<file path="config.mk">
export PLATFORM = sky130hd
export DESIGN_NAME = smart_beacon_decision_unit
export DESIGN_NICKNAME = d
export VERILOG_FILES = /design/src/rtl/smbd_pkg.sv /design/src/rtl/smart_beacon_decision_unit.sv
export SDC_FILE = /design/constraint.sdc
export NUM_CORES = 1
export LEC_CHECK = 0
export BUFFER_PORTS_ARGS = -buffer_cell sky130_fd_sc_hd__buf_4
export CAP_MARGIN = 5
export CORE_ASPECT_RATIO = 0.9
export CORE_MARGIN = 2
export CORE_UTILIZATION = 48
export CTS_CLUSTER_DIAMETER = 150
export CTS_CLUSTER_SIZE = 14
export DETAILED_ROUTE_END_ITERATION = 6
export PLACE_DENSITY = 0.73
export SYNTH_ARGS = -nofsm -noshare
export SYNTH_HDL_FRONTEND = slang
export SYNTH_SLANG_ARGS = --single-unit
</file>
<file path="constraint.sdc">
create_clock -name clk -period 3.3 [get_ports clk]
set_input_delay 0 -clock clk [delete_from_list [all_inputs] [get_ports clk]]
set_output_delay 0 -clock clk [all_outputs]
set_load 0.1 [all_outputs]
</file>
<file path="src/rtl/smbd_pkg.sv">
// ----------------------------------------------------------------------------
// smbd_pkg
// Types and constants shared by the smart beacon decision logic: send kinds,
// request types, register indexes, rule thresholds and the interval lookup.
// ----------------------------------------------------------------------------
package smbd_pkg;

  // kind of beacon produced by one request
  typedef enum logic [1:0] {
    KIND_NONE    = 2'd0,
    KIND_SMART   = 2'd1,
    KIND_STANDBY = 2'd2
  } kind_t;

  // request types
  localparam logic REQ_TICK = 1'b0;
  localparam logic REQ_EVAL = 1'b1;

  // register indexes (byte address bit 2)
  localparam logic REG_STANDBY_LIMIT = 1'b0;
  localparam logic REG_RATE_SETTING  = 1'b1;

  // register reset values
  localparam logic [15:0] STANDBY_LIMIT_RESET = 16'd180;
  localparam logic [2:0]  RATE_SETTING_RESET  = 3'd1;

  // rate code that turns smart beaconing off
  localparam logic [2:0] RATE_OFF = 3'd0;

  // rule thresholds
  localparam logic [7:0] MIN_WAIT    = 8'd10;
  localparam logic [8:0] TURN_LIMIT  = 9'd25;
  localparam logic [8:0] HALF_CIRCLE = 9'd180;
  localparam logic [8:0] FULL_CIRCLE = 9'd360;

  // beacon interval in seconds for each rate code
  function automatic logic [7:0] interval_sec(input logic [2:0] rate);
    logic [7:0] sec;
    case (rate)
      3'd2:    sec = 8'd40;
      3'd3:    sec = 8'd60;
      3'd4:    sec = 8'd90;
      3'd5:    sec = 8'd120;
      default: sec = 8'd20;
    endcase
    return sec;
  endfunction

endpackage

</file>
<file path="src/rtl/smart_beacon_decision_unit.sv">
// ----------------------------------------------------------------------------
// smart_beacon_decision_unit
// Decides per request whether a position beacon is sent: tick requests advance
// a saturating wait counter, evaluate requests apply the smart beaconing rule.
// ----------------------------------------------------------------------------
// The unit takes one request per clock cycle unless stalled and presents its send
// decision in the cycle after acceptance in an output register; the next request
// is accepted in the same cycle that the waiting decision is taken, or at once
// while the output register is empty. The whole rule (wait counter compare, standby
// check, shortest heading change and interval compare) is evaluated between the
// request port and output register, with the wait counter and last heading updated
// at the same edge, so consecutive requests see each other's state without bubbles.
// Registers: standby_limit at byte address 0, rate_setting at byte address 4.
module smart_beacon_decision_unit #(
  parameter int WAIT_WIDTH = 16
) (
  input  logic        clk,
  input  logic        rst,
  // request channel
  input  logic        req_valid,
  output logic        req_ready,
  input  logic        req_type,
  input  logic        fix_locked,
  input  logic [9:0]  speed_knots,
  input  logic        heading_valid,
  input  logic [8:0]  heading_deg,
  // result channel
  output logic        send_valid,
  input  logic        send_ready,
  output logic [1:0]  send_kind,
  // configuration port
  input  logic        psel,
  input  logic        penable,
  input  logic        pwrite,
  input  logic [2:0]  paddr,
  input  logic [31:0] pwdata,
  output logic [31:0] prdata,
  output logic        pready
);

  localparam int CMP_WIDTH = (WAIT_WIDTH > 16) ? WAIT_WIDTH : 16;

  // configuration registers
  logic [15:0] standby_limit;
  logic [2:0]  rate_setting;

  // decision state
  logic [WAIT_WIDTH-1:0] wait_seconds;
  logic [WAIT_WIDTH-1:0] wait_seconds_next;
  logic [8:0]            last_heading;
  logic [8:0]            last_heading_next;
  smbd_pkg::kind_t       kind_next;
  smbd_pkg::kind_t       kind;

  logic accept;
  logic cfg_write;

  // rule terms
  logic [CMP_WIDTH-1:0] wait_ext;
  logic [CMP_WIDTH-1:0] limit_ext;
  logic [8:0]           head_diff;
  logic                 turn_hit;
  logic                 below_min;
  logic                 over_standby;
  logic                 over_interval;
  logic                 motion_ok;

  assign accept    = req_valid && req_ready;
  assign req_ready = !send_valid || send_ready;
  assign cfg_write = psel && penable && pwrite && pready;
  assign pready    = 1'b1;

  // configuration writes
  always_ff @(posedge clk) begin
    if (rst) begin
      standby_limit <= smbd_pkg::STANDBY_LIMIT_RESET;
      rate_setting  <= smbd_pkg::RATE_SETTING_RESET;
    end else if (cfg_write) begin
      case (paddr[2])
        smbd_pkg::REG_STANDBY_LIMIT: standby_limit <= pwdata[15:0];
        smbd_pkg::REG_RATE_SETTING:  rate_setting  <= pwdata[2:0];
        default: ;
      endcase
    end
  end

  // register readback
  always_comb begin
    case (paddr[2])
      smbd_pkg::REG_STANDBY_LIMIT: prdata = {16'd0, standby_limit};
      smbd_pkg::REG_RATE_SETTING:  prdata = {29'd0, rate_setting};
      default:                     prdata = 32'd0;
    endcase
  end

  // compare terms
  assign wait_ext     = CMP_WIDTH'(wait_seconds);
  assign limit_ext    = CMP_WIDTH'(standby_limit);
  assign below_min    = wait_seconds < WAIT_WIDTH'(smbd_pkg::MIN_WAIT);
  assign over_standby = wait_ext > limit_ext;
  assign over_interval =
    wait_seconds > WAIT_WIDTH'(smbd_pkg::interval_sec(rate_setting));
  assign motion_ok    = fix_locked && (speed_knots != 10'd0) && heading_valid;

  // shortest heading change above the turn limit
  assign head_diff = (heading_deg > last_heading) ? heading_deg - last_heading
                                                  : last_heading - heading_deg;
  always_comb begin
    if (head_diff > smbd_pkg::FULL_CIRCLE) begin
      turn_hit = 1'b1;
    end else if (head_diff > smbd_pkg::HALF_CIRCLE) begin
      turn_hit = (smbd_pkg::FULL_CIRCLE - head_diff) > smbd_pkg::TURN_LIMIT;
    end else begin
      turn_hit = head_diff > smbd_pkg::TURN_LIMIT;
    end
  end

  // beacon rule and state update
  always_comb begin
    wait_seconds_next = wait_seconds;
    last_heading_next = last_heading;
    kind_next         = smbd_pkg::KIND_NONE;
    if (req_type == smbd_pkg::REQ_TICK) begin
      if (wait_seconds != {WAIT_WIDTH{1'b1}}) begin
        wait_seconds_next = wait_seconds + WAIT_WIDTH'(1);
      end
    end else if (rate_setting == smbd_pkg::RATE_OFF || below_min) begin
      kind_next = smbd_pkg::KIND_NONE;
    end else if (over_standby) begin
      wait_seconds_next = '0;
      kind_next         = smbd_pkg::KIND_STANDBY;
    end else if (motion_ok && (turn_hit || over_interval)) begin
      wait_seconds_next = '0;
      last_heading_next = heading_deg;
      kind_next         = smbd_pkg::KIND_SMART;
    end
  end

  // state and result register
  always_ff @(posedge clk) begin
    if (rst) begin
      wait_seconds <= '0;
      last_heading <= '0;
      send_valid   <= 1'b0;
    end else begin
      if (accept) begin
        wait_seconds <= wait_seconds_next;
        last_heading <= last_heading_next;
        send_valid   <= 1'b1;
      end else if (send_ready) begin
        send_valid <= 1'b0;
      end
    end
  end

  always_ff @(posedge clk) begin
    if (accept) begin
      kind <= kind_next;
    end
  end

  assign send_kind = kind;

  // checks
  a_result_follows: assert property (@(posedge clk) disable iff (rst)
    accept |=> send_valid)
    else $error("accepted request gave no result");

  a_tick_no_send: assert property (@(posedge clk) disable iff (rst)
    (accept && req_type == smbd_pkg::REQ_TICK) |=> send_kind == smbd_pkg::KIND_NONE)
    else $error("tick request produced a send");

  a_send_clears_wait: assert property (@(posedge clk) disable iff (rst)
    (accept && kind_next != smbd_pkg::KIND_NONE) |=> wait_seconds == '0)
    else $error("send did not clear the wait counter");

  a_heading_only_on_smart: assert property (@(posedge clk) disable iff (rst)
    (accept && kind_next != smbd_pkg::KIND_SMART) |=> $stable(last_heading))
    else $error("last heading changed without a smart send");

endmodule
</file>
==> key figures <==
Run status
  • Status: finished, violations left
  • Failing checks: negative setup slack

Die
  • Ports: 101
  • DIE WIDTH: 103 um
  • Rows: 32
  • Die area: 9560 um^2
  • Core area: 8570 um^2
  • Die Ht: 93.0 um
  • Starting Density: 0.493

Yosys
  • Ys flop type: dfxtp_1
  • Mapped Area: 4220 um^2
  • Post-Syn Area per Cell: 7.69 um^2
  • Mapped Cells: 549
  • Post-synth ARST share: 0
  • Sequential fraction of the synthesis area: 0.228
  • Synth cell types: 70
  • Yosys top cell area share: 0.213
  • Synth area leaders: dfxtp_1 21%, ha_1 13%, inv_1 4.6%, a21oi_1 4.5%, nand2_1 4.3%
  • Yosys top cell by area: dfxtp_1
  • Number of synthesized register bits: 47
  • Yosys warns: 0
  • Number of flops mapped to enable cells by yosys: 2

STA
  • Setup_tns: -1.48 ns
  • Clock skew: 0.0109 ns
  • Final hold vios: 0
  • Final-report max-slew violation count: 0
  • Max frequency: 287 MHz
  • RSZ-0062 raised after global routing: yes
  • Final setup violation count: 12
  • Max-slew headroom: 0.214
  • Setup ws final: -0.185 ns
  • Worst-margin pin slew: 1.17 ns
  • Tcrit/Tclk final: 1.06
  • Crit path time final: 3.49 ns

Placement
  • Gpl congestion: 0.912
  • Port bufs: 65
  • DP Wirelength: 8.71 mm

Finish
  • Diodes inserted: 0
  • Share of layout cells above drive strength 1: 0.318
  • Final Util: 0.695
  • Area grow syn2layout: 41.0%
  • Final nets: 790

Worst setup path
  • Largest fanout on the critical path: 5
  • Cells along the critical path: inv_1, ha_1, inv_1, fa_2, and3_1, o21ai_2, buf_4, a22oi_2, a211o_4, mux2i_4, a2111oi_4, a31oi_2, o211ai_2, buf_6, mux2i_1, nor2_1
  • CP Class: reg2reg
  • CP endpoint kind: flop
  • Worst endpoint required time: 3.47 ns
  • Largest stage delay on the critical path: 0.40 ns
  • Worst Setup SP: last_heading[0]
  • Most frequent cell on the critical path: inv_1
  • WP data arrival: 3.66 ns
  • CP max-delay cell: a2111oi_4
  • Critical R2R Launch: last_heading[0]
  • CP startpoint kind: flop

GRT
  • GRT Util Overall: 0.263
  • Number of global-route vias before repair: 4404
  • First-pass GRT wire length: 20.2 mm
  • Largest net degree at the start of global routing: 37
  • Total global routing overflow: 0
  • Initial antenna violation count: 0

Route
  • DRT antenna net count: 0
  • Starting DRC count in detailed routing: 350
  • Post-DR vias/cell: 5.78
  • Wire per inst: 16.5 um
  • DRT Pass-1 Iters: 6
  • Vias post-DR: 4615
  • Routed wire length: 13.2 mm
  • Remaining DRCs: 0

Power and ir drop
  • Sequential Power Share: 0.357
  • Total power draw: 1630 uW
  • Psw: 628 uW
  • P_leak: 0.00264 uW
  • Power per cell area: 273 nW/um^2
  • Clock power frac: 0.221
  • Pint: 998 uW
  • Switching portion of total power: 0.386
  • Worst vdd ir: 0.239 mV
  • Comb pwr share: 0.422

CTS
  • Worst skew pair latency: 0.31 ns
  • Worst-path clk slew: 0.10 ns
  • Clock sink total: 47
  • Root buf cell: clkbuf_8
  • Cts bufs inserted: 5
  • CTS tree: yes
  • H-tree Lvls: 2
  • Max clock buf depth: 2

Min path
  • Hold Startpoint: rst
  • Worst min path class: in2reg

Job
  • MaxCap Viol Count: 0
[kinds of logic after synthesis]
logic type      after synthesis  share of synthesized area
xor+xnor                      1                    0.00207
buf+inv                      90                      0.103
other cells                   2                    0.00178
fa+ha+maj                    47                      0.143
mux                          15                     0.0359
compound gates              152                      0.253
simple gates                195                      0.233
flops                        47                      0.228
[cells in the final DEF, fill, tap and decap left out, types with 4 or more instances in the layout]
cell type | Yosys | routed
nor2_1 | 46 | 45
o21a_1 | 15 | 14
or2_2 | 6 | 6
o21ai_0 | 21 | 19
a31o_1 | 4 | 4
nor4_1 | 7 | 6
ha_4 | 0 | 13
nor3_1 | 14 | 13
nand4_1 | 9 | 9
o211ai_1 | 7 | 7
nand2_1 | 48 | 48
clkbuf_8 | 0 | 5
nor2b_1 | 8 | 6
and3_1 | 13 | 10
dfxtp_4 | 0 | 4
ha_1 | 45 | 29
a21o_1 | 14 | 14
mux2i_1 | 14 | 12
a31oi_1 | 8 | 7
buf_6 | 3 | 10
conb_1 | 2 | 17
dlygate4sd3_1 | 0 | 27
buf_4 | 19 | 108
inv_1 | 52 | 48
dfxtp_1 | 45 | 37
a21oi_1 | 38 | 35
nand3_1 | 20 | 18
dfxtp_2 | 0 | 4
[synthesized netlist by cell type (9+ instances only)]
cell type,count
and3_1,13
ha_1,45
a21o_1,14
o21a_1,15
inv_1,52
nand2_1,48
clkbuf_1,12
buf_4,19
o21ai_0,21
nand3_1,20
a21oi_1,38
dfxtp_1,45
nor3_1,14
nand4_1,9
mux2i_1,14
nor2_1,46
[what timing repair did]
| item | 4_1_cts | 5_1_grt |
|---|---|---|
| hold buffers | 27 | 0 |
| endpoints found under the setup margin | 23 | 26 |
| hold endpoints to repair | 29 | 0 |
| gates resized for setup | 40 | 59 |
| gates cloned | 1 | 1 |
| setup buffers | 5 | 8 |
| pin swaps | 2 | 22 |
[area by class of cell]
type                            instances  area [um^2]
Multi-Input combinational cell        428         3350
Inverter                               52          198
Timing Repair Buffer                  145         1190
Fill cell                             662         2610
Clock buffer                            6         72.6
Clock inverter                          2         11.3
Sequential cell                        47          981
Tap cell                              119          149
[state kept, by name, indices dropped and copies added (netlist names)]
register,flops
limit_ext,16
last_heading,9
send_valid,1
wait_ext,16
send_kind,2
rate_setting,3
[critical path, delay by kind of cell (launching register included)]
kind / cells / cell delay, ns
AOI/OAI and AO/OA: 6 / 1.35
muxes: 2 / 0.40
and+or+nand+nor: 2 / 0.27
buffers and inverters: 4 / 0.45
adders and majority gates: 2 / 0.54
DFF: 1 / 0.34
[stage by stage]
stage | instance area, um^2 | hold slack [ns] | worst slack, ns | instances
finish | 5960 | 0.128 | -0.185 | 799
CTS | 5660 | 0.110 | -0.131 | 795
detailed placement | 5040 | 0.240 | -0.176 | 754
global placement | 5040 | 0.228 | -0.0906 | 754
global route | 5960 | 0.127 | -0.335 | 799
floorplan | 4300 | 0.125 | 0.00914 | 564
[layer usage]
layer | part of all wire | GRT usage | vias up | wire length, um
li1 | - | - | 2193 | -
met1 | 0.42 | 0.354 | 2180 | 5540
met2 | 0.48 | 0.436 | 210 | 6330
met3 | 0.078 | 0.0336 | 32 | 1030
met4 | 0.021 | 0.0844 | 0 | 273
met5 | 0 | 0 | - | 0
[power groups by stage]
stage | Combinational, uW | Sequential, uW | Clock, uW
3_5_place_dp | 532 | 597 | 0
3_3_place_gp | 519 | 597 | 0
5_1_grt | 725 | 582 | 397
2_1_floorplan | 373 | 610 | 0
6_report | 686 | 581 | 359
4_1_cts | 602 | 584 | 368
[worst paths after layout]
check | endpoint | slack [ns] | depth (start not counted)
worst max-delay path | last_heading[0] | -0.19 | 16
worst min register to register | limit_ext[11] | 0.46 | 2
worst max register to register | last_heading[0] | -0.19 | 16
worst min-delay path | last_heading[1] | 0.13 | 2
Power figures use the tool's default switching activity.
